### config.mk
export PLATFORM = sky130hd
export DESIGN_NAME = prescaled_oversampling_averager_core_flat
export DESIGN_NICKNAME = d
export VERILOG_FILES = /design/src/poa_pkg.sv /design/src/poa_tick_if.sv /design/src/poa_result_if.sv /design/src/poa_store.sv /design/src/poa_arith.sv /design/src/poa_seq.sv /design/src/prescaled_oversampling_averager_core.sv /design/src/flat_wrapper.sv
export SDC_FILE = /design/constraint.sdc
export NUM_CORES = 1
export LEC_CHECK = 0
export ABC_CLOCK_PERIOD_IN_PS = 9100
export BUFFER_PORTS_ARGS = -buffer_cell sky130_fd_sc_hd__buf_4
export CAP_MARGIN = 20
export CORE_MARGIN = 4
export CORE_UTILIZATION = 57
export DETAILED_ROUTE_END_ITERATION = 8
export MAX_ROUTING_LAYER = met4
export PLACE_DENSITY = 0.82
export SYNTH_ARGS = -nofsm -noshare
export SYNTH_HDL_FRONTEND = slang
export SYNTH_HIERARCHICAL = 1
export SYNTH_SLANG_ARGS = --single-unit
### constraint.sdc
create_clock -name clk -period 9.1 [get_ports clk]
set_clock_uncertainty 0.2 [all_clocks]
set_input_delay 0.455 -clock clk [delete_from_list [all_inputs] [get_ports clk]]
set_output_delay 0.455 -clock clk [all_outputs]
set_load 0.02 [all_outputs]
### src/poa_pkg.sv
// Package for the prescaled oversampling averager: widths, codes, state and control types.
// No dependencies; every other file refers to it by scoped names.
package poa_pkg;

  localparam int MAX_SAMPLES = 16;
  localparam int IDX_W       = $clog2(MAX_SAMPLES);
  localparam int DATA_W      = 32;
  localparam int PRE_W       = 16;
  localparam int OVS_W       = 4;
  localparam int CNT_W       = OVS_W + 1;
  localparam int SUM_W       = DATA_W + OVS_W + 1;
  localparam int MAG_W       = SUM_W - 1;
  localparam int STEP_W      = $clog2(MAG_W + 1);
  localparam int CFG_IDX_W   = 2;
  localparam int CFG_DATA_W  = PRE_W;

  typedef enum logic [1:0] {
    OUT_INACTIVE  = 2'd0,
    OUT_PRESCALED = 2'd1,
    OUT_SAMPLED   = 2'd2,
    OUT_MEASURED  = 2'd3
  } outcome_t;

  typedef enum logic [CFG_IDX_W-1:0] {
    CFG_PRE_HI = 2'd0,
    CFG_OVS_HI = 2'd1,
    CFG_PRE_LO = 2'd2,
    CFG_OVS_LO = 2'd3
  } cfg_reg_t;

  typedef enum logic [2:0] {
    ST_IDLE,
    ST_DECIDE,
    ST_SUM,
    ST_ABS,
    ST_DIV,
    ST_NEG,
    ST_OUT
  } seq_state_t;

  typedef enum logic [2:0] {
    ARITH_IDLE,
    ARITH_CLEAR,
    ARITH_ACC,
    ARITH_ABS,
    ARITH_DIV,
    ARITH_NEG
  } arith_op_t;

  typedef struct packed {
    logic [PRE_W-1:0] pre_hi;
    logic [OVS_W-1:0] ovs_hi;
    logic [PRE_W-1:0] pre_lo;
    logic [OVS_W-1:0] ovs_lo;
  } cfg_t;

  typedef struct packed {
    arith_op_t        op;
    logic             load_in;
    logic             hold_sample;
    logic             hold_quot;
    logic [CNT_W-1:0] divisor;
  } arith_ctrl_t;

  typedef struct packed {
    logic             wr_en;
    logic [IDX_W-1:0] wr_addr;
    logic             rd_en;
    logic [IDX_W-1:0] rd_addr;
  } store_ctrl_t;

endpackage

### src/poa_tick_if.sv
// Input channel: one tick beat with power flag and sensor sample.
// Depends on poa_pkg.
interface poa_tick_if;
  logic                             valid;
  logic                             ready;
  logic                             external_power;
  logic signed [poa_pkg::DATA_W-1:0] sample_value;

  modport source (output valid, output external_power, output sample_value, input ready);
  modport sink (input valid, input external_power, input sample_value, output ready);
endinterface

### src/poa_result_if.sv
// Output channel: one result beat with outcome code and latest value.
// Depends on poa_pkg.
interface poa_result_if;
  logic                              valid;
  logic                              ready;
  poa_pkg::outcome_t                 outcome;
  logic signed [poa_pkg::DATA_W-1:0] latest_value;

  modport source (output valid, output outcome, output latest_value, input ready);
  modport sink (input valid, input outcome, input latest_value, output ready);
endinterface

### src/poa_store.sv
// Sample store: one write port, one registered read port, per-entry valid bits.
// Entries never written since reset read as zero. Depends on poa_pkg.
module poa_store (
  input  logic                         clk,
  input  logic                         rst,
  input  poa_pkg::store_ctrl_t         sctrl,
  input  logic [poa_pkg::DATA_W-1:0]   wr_data,
  output logic [poa_pkg::DATA_W-1:0]   rd_data
);

  logic [poa_pkg::DATA_W-1:0]      mem [poa_pkg::MAX_SAMPLES];
  logic [poa_pkg::MAX_SAMPLES-1:0] valid;
  logic [poa_pkg::DATA_W-1:0]      rd_mem;
  logic                            rd_vld;

  always_ff @(posedge clk) begin
    if (sctrl.wr_en) begin
      mem[sctrl.wr_addr] <= wr_data;
    end
  end

  always_ff @(posedge clk) begin
    if (rst) begin
      valid <= '0;
    end else if (sctrl.wr_en) begin
      valid[sctrl.wr_addr] <= 1'b1;
    end
  end

  always_ff @(posedge clk) begin
    if (sctrl.rd_en) begin
      rd_mem <= mem[sctrl.rd_addr];
      rd_vld <= valid[sctrl.rd_addr];
    end
  end

  assign rd_data = rd_vld ? rd_mem : '0;

endmodule

### src/poa_arith.sv
// Shared adder datapath: accumulates stored samples, takes the magnitude,
// divides by restoring steps and restores the sign. Depends on poa_pkg.
module poa_arith (
  input  logic                       clk,
  input  logic                       rst,
  input  poa_pkg::arith_ctrl_t       actrl,
  input  logic [poa_pkg::DATA_W-1:0] sample_in,
  input  logic [poa_pkg::DATA_W-1:0] rd_data,
  output logic [poa_pkg::DATA_W-1:0] sample,
  output logic [poa_pkg::DATA_W-1:0] held
);

  logic [poa_pkg::SUM_W-1:0] acc;
  logic [poa_pkg::MAG_W-1:0] dq;
  logic [poa_pkg::CNT_W-1:0] rem;
  logic                      neg;
  logic [poa_pkg::SUM_W-1:0] add_a;
  logic [poa_pkg::SUM_W-1:0] add_b;
  logic                      add_cin;
  logic [poa_pkg::SUM_W-1:0] add_sum;
  logic                      trial_ok;

  always_comb begin
    add_a   = '0;
    add_b   = '0;
    add_cin = 1'b0;
    case (actrl.op)
      poa_pkg::ARITH_ACC: begin
        add_a = acc;
        add_b = {{(poa_pkg::SUM_W - poa_pkg::DATA_W){rd_data[poa_pkg::DATA_W-1]}}, rd_data};
      end
      poa_pkg::ARITH_ABS: begin
        add_b   = ~acc;
        add_cin = 1'b1;
      end
      poa_pkg::ARITH_DIV: begin
        add_a   = poa_pkg::SUM_W'({rem, dq[poa_pkg::MAG_W-1]});
        add_b   = ~poa_pkg::SUM_W'(actrl.divisor);
        add_cin = 1'b1;
      end
      poa_pkg::ARITH_NEG: begin
        add_b   = ~poa_pkg::SUM_W'(dq);
        add_cin = 1'b1;
      end
      default: begin
        add_a = '0;
      end
    endcase
  end

  assign add_sum  = add_a + add_b + poa_pkg::SUM_W'(add_cin);
  assign trial_ok = !add_sum[poa_pkg::SUM_W-1];

  always_ff @(posedge clk) begin
    case (actrl.op)
      poa_pkg::ARITH_CLEAR: begin
        acc <= '0;
      end
      poa_pkg::ARITH_ACC: begin
        acc <= add_sum;
      end
      poa_pkg::ARITH_ABS: begin
        neg <= acc[poa_pkg::SUM_W-1];
        rem <= '0;
        dq  <= acc[poa_pkg::SUM_W-1] ? add_sum[poa_pkg::MAG_W-1:0] : acc[poa_pkg::MAG_W-1:0];
      end
      poa_pkg::ARITH_DIV: begin
        if (trial_ok) begin
          rem <= add_sum[poa_pkg::CNT_W-1:0];
        end else begin
          rem <= {rem[poa_pkg::CNT_W-2:0], dq[poa_pkg::MAG_W-1]};
        end
        dq <= {dq[poa_pkg::MAG_W-2:0], trial_ok};
      end
      default: begin
        acc <= acc;
      end
    endcase
  end

  always_ff @(posedge clk) begin
    if (actrl.load_in) begin
      sample <= sample_in;
    end
  end

  always_ff @(posedge clk) begin
    if (rst) begin
      held <= '0;
    end else if (actrl.hold_sample) begin
      held <= sample;
    end else if (actrl.hold_quot) begin
      held <= neg ? add_sum[poa_pkg::DATA_W-1:0] : dq[poa_pkg::DATA_W-1:0];
    end
  end

endmodule

### src/poa_seq.sv
// Sequencer: prescale and oversample counters, tick decision and the
// sum/divide schedule for the shared adder and the store. Depends on poa_pkg.
module poa_seq (
  input  logic                  clk,
  input  logic                  rst,
  input  poa_pkg::cfg_t         cfg,
  input  logic                  tick_valid,
  input  logic                  tick_power,
  input  logic                  result_ready,
  output logic                  tick_ready,
  output logic                  result_valid,
  output poa_pkg::outcome_t     outcome,
  output poa_pkg::arith_ctrl_t  actrl,
  output poa_pkg::store_ctrl_t  sctrl
);

  poa_pkg::seq_state_t          state;
  poa_pkg::seq_state_t          state_next;
  logic                         power;
  logic [poa_pkg::PRE_W-1:0]    prescale_count;
  logic [poa_pkg::PRE_W-1:0]    prescale_count_next;
  logic [poa_pkg::OVS_W-1:0]    oversample_count;
  logic [poa_pkg::OVS_W-1:0]    oversample_count_next;
  logic [poa_pkg::OVS_W-1:0]    ovs_sel;
  logic [poa_pkg::STEP_W-1:0]   step;
  poa_pkg::outcome_t            outcome_next;
  logic [poa_pkg::PRE_W-1:0]    pre;
  logic [poa_pkg::OVS_W-1:0]    ovs_raw;
  logic [poa_pkg::OVS_W-1:0]    ovs_eff;
  logic [poa_pkg::PRE_W-1:0]    pc_cl;
  logic [poa_pkg::OVS_W-1:0]    oc_cl;
  logic                         take_sample;
  logic                         tick_fire;
  logic                         result_fire;
  logic [poa_pkg::STEP_W-1:0]   sum_last;

  assign tick_fire   = tick_valid && tick_ready;
  assign result_fire = result_valid && result_ready;
  assign sum_last    = poa_pkg::STEP_W'(ovs_sel) + poa_pkg::STEP_W'(1);

  always_comb begin
    pre     = power ? cfg.pre_hi : cfg.pre_lo;
    ovs_raw = power ? cfg.ovs_hi : cfg.ovs_lo;
    if (32'(ovs_raw) > poa_pkg::MAX_SAMPLES - 1) begin
      ovs_eff = poa_pkg::OVS_W'(poa_pkg::MAX_SAMPLES - 1);
    end else begin
      ovs_eff = ovs_raw;
    end
    pc_cl = (prescale_count > pre) ? pre : prescale_count;
    oc_cl = (oversample_count > ovs_eff) ? ovs_eff : oversample_count;
    prescale_count_next   = prescale_count;
    oversample_count_next = oversample_count;
    take_sample           = 1'b0;
    if (pre == '0) begin
      outcome_next = poa_pkg::OUT_INACTIVE;
    end else if (pc_cl == '0) begin
      take_sample         = 1'b1;
      prescale_count_next = pre;
      if (oc_cl == '0) begin
        outcome_next          = poa_pkg::OUT_MEASURED;
        oversample_count_next = ovs_eff;
      end else begin
        outcome_next          = poa_pkg::OUT_SAMPLED;
        oversample_count_next = oc_cl - poa_pkg::OVS_W'(1);
      end
    end else begin
      outcome_next          = poa_pkg::OUT_PRESCALED;
      prescale_count_next   = pc_cl - poa_pkg::PRE_W'(1);
      oversample_count_next = oc_cl;
    end
  end

  always_comb begin
    state_next = state;
    case (state)
      poa_pkg::ST_IDLE:   if (tick_fire) state_next = poa_pkg::ST_DECIDE;
      poa_pkg::ST_DECIDE: begin
        state_next = (outcome_next == poa_pkg::OUT_MEASURED) ? poa_pkg::ST_SUM
                                                             : poa_pkg::ST_OUT;
      end
      poa_pkg::ST_SUM:    if (step == sum_last) state_next = poa_pkg::ST_ABS;
      poa_pkg::ST_ABS:    state_next = poa_pkg::ST_DIV;
      poa_pkg::ST_DIV: begin
        if (step == poa_pkg::STEP_W'(poa_pkg::MAG_W - 1)) state_next = poa_pkg::ST_NEG;
      end
      poa_pkg::ST_NEG:    state_next = poa_pkg::ST_OUT;
      poa_pkg::ST_OUT:    if (result_fire) state_next = poa_pkg::ST_IDLE;
      default:            state_next = poa_pkg::ST_IDLE;
    endcase
  end

  always_comb begin
    tick_ready          = 1'b0;
    result_valid        = 1'b0;
    actrl.op            = poa_pkg::ARITH_IDLE;
    actrl.load_in       = 1'b0;
    actrl.hold_sample   = 1'b0;
    actrl.hold_quot     = 1'b0;
    actrl.divisor       = poa_pkg::CNT_W'(ovs_sel) + poa_pkg::CNT_W'(1);
    sctrl.wr_en         = 1'b0;
    sctrl.wr_addr       = poa_pkg::IDX_W'(oc_cl);
    sctrl.rd_en         = 1'b0;
    sctrl.rd_addr       = poa_pkg::IDX_W'(step);
    case (state)
      poa_pkg::ST_IDLE: begin
        tick_ready    = 1'b1;
        actrl.load_in = tick_valid;
      end
      poa_pkg::ST_DECIDE: begin
        actrl.op          = poa_pkg::ARITH_CLEAR;
        actrl.hold_sample = take_sample;
        sctrl.wr_en       = take_sample;
      end
      poa_pkg::ST_SUM: begin
        sctrl.rd_en = (step <= poa_pkg::STEP_W'(ovs_sel));
        actrl.op    = (step != '0) ? poa_pkg::ARITH_ACC : poa_pkg::ARITH_IDLE;
      end
      poa_pkg::ST_ABS: actrl.op = poa_pkg::ARITH_ABS;
      poa_pkg::ST_DIV: actrl.op = poa_pkg::ARITH_DIV;
      poa_pkg::ST_NEG: begin
        actrl.op        = poa_pkg::ARITH_NEG;
        actrl.hold_quot = 1'b1;
      end
      poa_pkg::ST_OUT: result_valid = 1'b1;
      default: begin
        tick_ready = 1'b0;
      end
    endcase
  end

  always_ff @(posedge clk) begin
    if (rst) begin
      state            <= poa_pkg::ST_IDLE;
      prescale_count   <= '0;
      oversample_count <= '0;
      outcome          <= poa_pkg::OUT_INACTIVE;
      power            <= 1'b0;
      ovs_sel          <= '0;
      step             <= '0;
    end else begin
      state <= state_next;
      if (tick_fire) begin
        power <= tick_power;
      end
      case (state)
        poa_pkg::ST_DECIDE: begin
          prescale_count   <= prescale_count_next;
          oversample_count <= oversample_count_next;
          outcome          <= outcome_next;
          ovs_sel          <= ovs_eff;
          step             <= '0;
        end
        poa_pkg::ST_SUM: step <= step + poa_pkg::STEP_W'(1);
        poa_pkg::ST_ABS: step <= '0;
        poa_pkg::ST_DIV: step <= step + poa_pkg::STEP_W'(1);
        default:         step <= step;
      endcase
    end
  end

  a_tick_to_decide: assert property (@(posedge clk) disable iff (rst)
    tick_fire |=> state == poa_pkg::ST_DECIDE)
    else $error("accepted tick not followed by decision");

  a_sum_bound: assert property (@(posedge clk) disable iff (rst)
    state == poa_pkg::ST_SUM |-> step <= sum_last)
    else $error("summation ran past the oversample count");

  a_div_bound: assert property (@(posedge clk) disable iff (rst)
    state == poa_pkg::ST_DIV |-> step < poa_pkg::STEP_W'(poa_pkg::MAG_W))
    else $error("division ran past its step count");

  a_measured_reload: assert property (@(posedge clk) disable iff (rst)
    (state == poa_pkg::ST_OUT && outcome == poa_pkg::OUT_MEASURED)
      |-> oversample_count == ovs_sel)
    else $error("oversample counter not reloaded after measurement");

  a_result_release: assert property (@(posedge clk) disable iff (rst)
    result_fire |=> tick_ready && !result_valid)
    else $error("block not ready after result beat");

endmodule

### src/prescaled_oversampling_averager_core.sv
// Prescaled oversampling averager. One tick beat yields exactly one result beat.
// Inactive, prescaled and sampled ticks go from the decision state straight to the
// output state, which raises result valid. A measuring tick with oversample setting
// N passes the decision state, reads and adds the stored samples over the store's
// single read port, then takes the magnitude, runs 36 restoring division steps and
// restores the sign, all on one shared 37-bit adder. The tick channel is not ready
// while an item is in work or its result waits. The store needs no clearing pass
// after reset; its entries read as zero until written. Configuration writes take
// effect at once and belong between items.
module prescaled_oversampling_averager_core (
  input  logic                              clk,
  input  logic                              rst,
  input  logic                              cfg_write,
  input  logic [poa_pkg::CFG_IDX_W-1:0]     cfg_index,
  input  logic [poa_pkg::CFG_DATA_W-1:0]    cfg_data,
  poa_tick_if.sink                          tick,
  poa_result_if.source                      result
);

  poa_pkg::cfg_t                cfg;
  poa_pkg::arith_ctrl_t         actrl;
  poa_pkg::store_ctrl_t         sctrl;
  logic [poa_pkg::DATA_W-1:0]   sample;
  logic [poa_pkg::DATA_W-1:0]   rd_data;
  logic [poa_pkg::DATA_W-1:0]   held;

  always_ff @(posedge clk) begin
    if (rst) begin
      cfg <= '0;
    end else if (cfg_write) begin
      case (poa_pkg::cfg_reg_t'(cfg_index))
        poa_pkg::CFG_PRE_HI: cfg.pre_hi <= cfg_data;
        poa_pkg::CFG_OVS_HI: cfg.ovs_hi <= cfg_data[poa_pkg::OVS_W-1:0];
        poa_pkg::CFG_PRE_LO: cfg.pre_lo <= cfg_data;
        poa_pkg::CFG_OVS_LO: cfg.ovs_lo <= cfg_data[poa_pkg::OVS_W-1:0];
        default:             cfg <= cfg;
      endcase
    end
  end

  poa_seq u_seq (
    .clk          (clk),
    .rst          (rst),
    .cfg          (cfg),
    .tick_valid   (tick.valid),
    .tick_power   (tick.external_power),
    .result_ready (result.ready),
    .tick_ready   (tick.ready),
    .result_valid (result.valid),
    .outcome      (result.outcome),
    .actrl        (actrl),
    .sctrl        (sctrl)
  );

  poa_store u_store (
    .clk     (clk),
    .rst     (rst),
    .sctrl   (sctrl),
    .wr_data (sample),
    .rd_data (rd_data)
  );

  poa_arith u_arith (
    .clk       (clk),
    .rst       (rst),
    .actrl     (actrl),
    .sample_in (tick.sample_value),
    .rd_data   (rd_data),
    .sample    (sample),
    .held      (held)
  );

  assign result.latest_value = held;

endmodule
### src/flat_wrapper.sv
// flat-port wrapper written by rule: the top's interface ports become plain ports
module prescaled_oversampling_averager_core_flat 
  (clk, rst, cfg_write, cfg_index, cfg_data, tick_valid, tick_external_power, tick_sample_value, tick_ready, result_valid, result_outcome, result_latest_value, result_ready);
  poa_tick_if tick_i ();
  poa_result_if result_i ();
  input  logic clk;
  input  logic rst;
  input  logic cfg_write;
  input  logic [poa_pkg::CFG_IDX_W-1:0] cfg_index;
  input  logic [poa_pkg::CFG_DATA_W-1:0] cfg_data;
  input wire logic [$bits(tick_i.valid)-1:0] tick_valid;
  input wire logic [$bits(tick_i.external_power)-1:0] tick_external_power;
  input wire logic [$bits(tick_i.sample_value)-1:0] tick_sample_value;
  output wire logic [$bits(tick_i.ready)-1:0] tick_ready;
  output wire logic [$bits(result_i.valid)-1:0] result_valid;
  output wire logic [$bits(result_i.outcome)-1:0] result_outcome;
  output wire logic [$bits(result_i.latest_value)-1:0] result_latest_value;
  input wire logic [$bits(result_i.ready)-1:0] result_ready;
  assign tick_i.valid = tick_valid;
  assign tick_i.external_power = tick_external_power;
  assign tick_i.sample_value = tick_sample_value;
  assign tick_ready = tick_i.ready;
  assign result_valid = result_i.valid;
  assign result_outcome = result_i.outcome;
  assign result_latest_value = result_i.latest_value;
  assign result_i.ready = result_ready;
  prescaled_oversampling_averager_core u_core (.clk(clk), .rst(rst), .cfg_write(cfg_write), .cfg_index(cfg_index), .cfg_data(cfg_data), .tick(tick_i), .result(result_i));
endmodule
==> qor.csv, run 1 <==
stage;metric;value;unit
sta;finalSetupViolCount;0;
cts;cts_tree;yes;
setup_path;cp.arrival;7.38;ns
die;die_h;259.0;um
yosys;synth_edf_count;656;
cts;cts_resized;0;
routing;drc;0;
global_routing;grt_pass1_vias;23210;
power_and_ir_drop;internal_power;8.306;mW
power_and_ir_drop;pwr-share-clk;0.259;
cts;cts_buffers;80;
final_layout;most-common-layout-cells;edfxtp_1 (656), nand2_1 (223), nor2_1 (181);
place;place_inst;3438;
power_and_ir_drop;irDropWorstVdd;0.2747;mV
setup_path;worst-path-buf-inv;2;
yosys;synth_nets;2762;
sta;max_freq;136.2;MHz
place;hpwl;57660;um
sta;hold_ws;0.04574;ns
sta;maxSlewViolCount;0;
place;gp_congestion;0.9579;
yosys;synth_flop_cell;edfxtp_1;
yosys;synthAdderAreaFrac;0.02342;
place;portBuffers;91;
final_layout;diodes;0;
die;rows;91;
setup_path;end_kind;register;
setup_path;crit_chain;buf_16, mux2_2, inv_1, ha_1, nand4_1, nor4_1, a21bo_2, nor4bb_2, nor2_2, o21ai_0, ha_1, nand2_1, or3_1, or4_1, a211o_1, o21ai_4, and2_2, nand3b_1, nor2_4;
final_layout;nets;2858;
yosys;synthMuxAreaShare;0.1222;
die;die_area;67070;um2
yosys;syn_area;35900;um2
routing;antenna_left;0;
yosys;synthXorXnorAreaFrac;0.01220;
die;start_util;0.5786;
setup_path;start_kind;register;
yosys;synth.avg_cell_area;13.60;um2
final_layout;drive_gt1_frac;0.1552;
power_and_ir_drop;switching_share;0.3778;
worst_hold_path;holdCritPathClass;primary input to register;
setup_path;crit_path_top_delay_cell;nor4bb_2;
die;core;62050;um2
routing;vias_per_cell;6.438;
routing;drt-initial-drc-count;2613;
cts;cts-root-buf;clkbuf_16;
power_and_ir_drop;leakage;13.95;nW
yosys;seq_area_frac_synth;0.6178;
setup_path;cp_max_fo;32;
sta;final.setup.tns;0;ns
final_layout;regArea;22190;um2
yosys;yosysWarnings;6;
global_routing;grt_overflow;0;
yosys;synth-compound-area-share;0.09134;
yosys;synth_cell_types;89;
cts;cts_sinks;780;
yosys;ys_async_sr_fraction;0;
sta;tightest_slew;1.088;ns
global_routing;grt_max_degree;96;
yosys;synth_top_family_by_area;multiplexers;
yosys;synth-seq-cells;780;
global_routing;grt_antenna_before_repair;0;
sta;slew_headroom;0.2644;
setup_path;required;9.14;ns
routing;dr.pass1.iters;8;
final_layout;num-fill-cells;4240;
power_and_ir_drop;p_switching;5.043;mW
power_and_ir_drop;p_comb_frac;0.364;
setup_path;max_stage_delay;0.94;ns
sta;rsz0062_at_grt;false;
cts;htreeDepth;3;
cts;insertion_delay;0.66;ns
setup_path;critical_path.top_delay_family;simple AND/OR/NAND/NOR gates;
routing;vias;23430;
final_layout;final_cells;3639;
final_layout;final_common_cell;edfxtp_1;
setup_path;crit_type;register to register;
global_routing;grt_use_total;0.2845;
global_routing;grt_pass1_wl;143000;um
die;io-pin-count;92;
final_layout;multi_input_area;12820;um2
run_status;outcome;complete, no violations;
flow_run;maxCapViolCount;0;
sta;fin_crit_sh;0.8069;
sta;fin_crit;7.343;ns
power_and_ir_drop;power_density;328.7;nW/um2
sta;hold_viol_final;0;
setup_path;critPathMostFrequentCell;ha_1;
yosys;synthCells;2640;
power_and_ir_drop;seqPwrFrac;0.378;
cts;cts_buffer_depth;3;
routing;wl_per_cell;25.57;um
final_layout;area_delta_synth_final;13.10;%
die;chipWidth;259.0;um
cts;cts.clk_slew.worst_paths;0.06;ns
yosys;yosys.area_share.simple;0.1028;
routing;wl;93040;um
[layout make-up]
class | instances | share of cell area
Clock buffer | 100 | 0.05241
Clock inverter | 48 | 0.01633
Timing Repair Buffer | 180 | 0.03765
Sequential cell | 780 | 0.5464
Tap cell | 837 | 0.02579
Inverter | 61 | 0.005639
Multi-Input combinational cell | 1633 | 0.3158
[worst reg2reg max path: stages (launching register included)]
cell and delay [ns]:
dfxtp_1 0.62, buf_16 0.22, mux2_2 0.39, inv_1 0.08, ha_1 0.23, nand4_1 0.19
nor4_1 0.13, a21bo_2 0.22, nor4bb_2 0.94, nor2_2 0.20, o21ai_0 0.24, ha_1 0.25
nand2_1 0.13, or3_1 0.45, or4_1 0.46, a211o_1 0.34, o21ai_4 0.09, and2_2 0.27
nand3b_1 0.33, nor2_4 0.94
[registers in the layout, summed over array words and instances (netlist names)]
signal	cells
u_core/u_store/mem	512
u_core/cfg	40
u_core/u_arith/acc	37
u_core/u_arith/dq	36
u_core/u_arith/held	32
u_core/u_arith/sample	32
u_core/u_store/rd_mem	32
u_core/u_seq/prescale_count	16
u_core/u_store/valid	16
u_core/u_seq/step	6
u_core/u_arith/rem	5
u_core/u_seq/oversample_count	4
u_core/u_seq/ovs_sel	4
u_core/u_seq/state	3
u_core/u_seq/outcome	2
u_core/u_arith/neg	1
u_core/u_seq/power	1
u_core/u_store/rd_vld	1
[routing by layer]
layer | up-vias | GRT usage | routed length [um] | share of wire
met5 | - | - | 0 | 0
met4 | 0 | 0.07481 | 2566 | 0.028
met3 | 172 | 0.04029 | 8349 | 0.090
met2 | 1343 | 0.4457 | 44640 | 0.48
met1 | 11660 | 0.4000 | 37480 | 0.40
li1 | 10250 | - | - | -
[cell usage after synthesis, types with 10 or more instances]
cell type    n  area share
mux2i_1    119       0.033
xnor2_1     34      0.0083
o22ai_1     10      0.0017
inv_1       61      0.0064
a22oi_1     67       0.014
nand2b_1    70       0.012
ha_1        64       0.022
nor4_1      14      0.0024
and2_1      78       0.014
edfxtp_1   656        0.55
xor2_1      16      0.0039
a21oi_1    144       0.020
a211oi_1    27      0.0056
nor2b_1     18      0.0031
o21ai_0    109       0.015
buf_1       22      0.0023
nand3b_1    23      0.0048
o21ai_1     10      0.0014
buf_2       29      0.0040
nor3b_1     10      0.0021
o21bai_1    14      0.0029
nand4_1     14      0.0024
nand3_1     19      0.0026
nor2_1     197       0.021
nor3_1      41      0.0057
a21o_1      17      0.0036
a31oi_1     15      0.0026
clkbuf_1    92      0.0096
mux4_1      19       0.014
nand2_1    223       0.023
mux4_2     113       0.071
a221oi_1    15      0.0037
dfxtp_1    124       0.069
[worst paths after layout]
path / from / end / slack [ns] / depth (start not counted)
min reg2reg: u_core/u_store/valid[4] / u_core/u_store/valid[4] / 0.28 / 2
min: rst / u_core/u_seq/state[2] / 0.05 / 2
max reg2reg: u_core/u_seq/power / u_core/u_store/mem[9][26] / 1.76 / 19
max: u_core/u_seq/power / u_core/u_store/mem[9][26] / 1.76 / 19
[through the flow]
step | total power, mW | utilization | instance area (um2) | worst slack (ns)
after floorplan | 8.316 | - | 35900 | 0.4358
after global placement | 9.634 | 0.6001 | 37240 | 1.707
after detailed placement | 9.762 | 0.6001 | 37240 | 1.488
after CTS | 13.26 | 0.6532 | 40530 | 1.416
after global routing | 13.99 | 0.6544 | 40610 | 1.410
final | 13.35 | 0.6544 | 40610 | 1.757
[power groups by stage]
stage,combinational (mW),clock [mW],sequential [mW]
5_1_grt,5.22,3.67,5.10
3_5_place_dp,4.66,0,5.10
2_1_floorplan,3.44,0,4.87
4_1_cts,4.73,3.49,5.04
3_3_place_gp,4.57,0,5.06
6_report,4.85,3.45,5.04
[cells by family after synthesis]
logic type | after synthesis
AOI/OAI and AO/OA | 503
xor gates and xnor gates | 50
adders and majority gates | 66
buffers and inverters | 227
DFF | 780
muxes | 263
and+or+nand+nor | 751
[repair_timing]
action,4_1_cts,5_1_grt
endpoints found under the hold margin,72,0
setup buffers,0,0
hold buffers,50,0
Power figures use the tool's default switching activity.
==> inputs of run 2 (changes only) <==
- ABC_CLOCK_PERIOD_IN_PS: 9100 -> 7520
- CORE_UTILIZATION: 57 -> 63
- PLACE_DENSITY: 0.82 -> 0.85
- clock period: 9.1 -> 7.52 ns (I/O delays scaled with it)
==> qor.csv, run 2 (synthesized netlist as in run 1, its figures left out) <==
stage;metric;value;unit
power_and_ir_drop;power.total;16.17;mW
routing;antenna_left;0;
cts;cts_resized;0;
final_layout;largest_register_ffs;512;
routing;wl;100200;um
place;place_inst;3372;
setup_path;critical_path.top_delay_family;simple AND/OR/NAND/NOR gates;
sta;maxSlewViolCount;0;
sta;final.setup.tns;0;ns
global_routing;grt_use_total;0.3424;
global_routing;grt_overflow;0;
power_and_ir_drop;power_density;398.6;nW/um2
setup_path;worst-path-buf-inv;3;
routing;vias;24030;
setup_path;crit_chain;buf_12, mux2i_2, ha_1, nand4_1, nor4_1, a21bo_2, nor4bb_2, nand2b_1, buf_4, a21oi_1, ha_1, nand2_1, or3_1, or4_1, a211o_1, o21ai_4, and2_2, or3b_2, nor2_4, buf_12;
routing;drt-initial-drc-count;3339;
final_layout;nets;2869;
setup_path;crit_path_top_delay_cell;dfxtp_1;
global_routing;grt_max_degree;83;
routing;vias_per_cell;6.736;
setup_path;required;7.64;ns
final_layout;area_delta_synth_final;12.98;%
cts;cts_tree;yes;
routing;wl_per_cell;28.09;um
die;start_util;0.6368;
run_status;outcome;complete, no violations;
place;gp_congestion;0.9557;
sta;fin_crit;6.973;ns
global_routing;grt_pass1_wl;151300;um
final_layout;top_regs;u_core/u_store/mem x512, u_core/cfg x40, u_core/u_arith/acc x37;
power_and_ir_drop;leakage;13.94;nW
die;die_area;60880;um2
final_layout;most-common-layout-cells;edfxtp_1 (656), nand2_1 (223), nor2_1 (181);
die;chipWidth;246.7;um
final_layout;final_cells;3568;
place;hpwl;62380;um
die;io-pin-count;92;
cts;cts_sinks;780;
cts;cts-root-buf;clkbuf_16;
place;portBuffers;91;
routing;drc;0;
die;rows;87;
sta;hold_viol_final;0;
sta;tightest_slew;1.115;ns
die;core;56390;um2
cts;cts.clk_slew.worst_paths;0.06;ns
sta;finalSetupViolCount;0;
place;placed_cell_area;37410;um2
power_and_ir_drop;irDropWorstVdd;0.5318;mV
global_routing;grt_pass1_vias;23510;
final_layout;num-fill-cells;3603;
cts;cts_buffer_depth;3;
die;die_h;246.7;um
setup_path;end_kind;register;
final_layout;regMostFlops;u_core/u_store/mem;
final_layout;design_area;40570;um2
setup_path;cp_max_fo;23;
setup_path;max_stage_delay;0.72;ns
sta;rsz0062_at_grt;false;
setup_path;start_kind;register;
sta;fin_crit_sh;0.9272;
cts;insertion_delay;0.63;ns
global_routing;grt_antenna_before_repair;3;
setup_path;crit_type;register to register;
worst_hold_path;holdCritPathClass;primary input to register;
final_layout;drive_gt1_frac;0.1584;
final_layout;final_common_cell;edfxtp_1;
routing;dr.pass1.iters;6;
cts;htreeDepth;3;
sta;max_freq;143.4;MHz
flow_run;maxCapViolCount;0;
setup_path;cp.arrival;7.10;ns
cts;cts_buffers;77;
sta;slew_headroom;0.2564;
## run 2: final timing paths
kind                            from                  endpoint  slack (ns)  cells after the start
max               u_core/u_seq/power  u_core/u_store/mem[2][2]        0.55                     20
min                     cfg_index[1]            u_core/cfg[27]        0.06                      4
max reg2reg       u_core/u_seq/power  u_core/u_store/mem[2][2]        0.55                     20
min reg2reg  u_core/u_seq/outcome[1]   u_core/u_seq/outcome[1]        0.27                      2
## run 2: stage by stage
stage | hold WS (ns) | utilization | setup slack, ns
6_report | 0.06229 | 0.7194 | 0.5475
4_1_cts | 0.02825 | 0.7188 | 0.5809
3_3_place_gp | 0.2415 | 0.6635 | 0.7652
3_5_place_dp | 0.2640 | 0.6635 | 0.6187
5_1_grt | 0.05211 | 0.7194 | 0.1607
2_1_floorplan | 0.2244 | - | -0.2925
## run 2: what timing repair did
item / CTS / global route
endpoints found under the hold margin: 76 / 0
setup buffers: 0 / 0
hold buffers: 51 / 0
## run 2: report_power, final
| part | switching [mW] | internal [mW] | leakage [nW] |
|---|---|---|---|
| combinational | 3.88 | 2.21 | 5.73 |
| sequential | 0.609 | 5.47 | 6.96 |
| clock | 1.73 | 2.27 | 1.25 |
## run 2: worst reg2reg max path: cells and delay by family (launching register included)
family	cells	cell delay [ns]
compound gates	4	0.91
simple gates	10	3.26
mux	1	0.40
flops	1	0.72
fa+ha+maj	2	0.46
buf+inv	3	0.70
## run 2: per-layer routing
layer	wire [um]	part of all wire	global-route usage	up-vias
met5	0	0	-	-
met4	4003	0.040	0.1085	0
met3	9735	0.097	0.05584	263
met2	48500	0.48	0.5395	1584
met1	38010	0.38	0.4663	11920
li1	-	-	-	10270
## run 2: layout make-up
class / count / area, um2 / area share
clock buffers: 99 / 2093 / 0.05160
well taps: 756 / 945.9 / 0.02332
repair buffers: 194 / 1742 / 0.04294
diodes: 2 / 5.005 / 0.0001234
inverters: 61 / 229.0 / 0.005644
clock inverters: 43 / 514.2 / 0.01268
flip-flops and latches: 780 / 22190 / 0.5470
multi-input cells: 1633 / 12850 / 0.3167
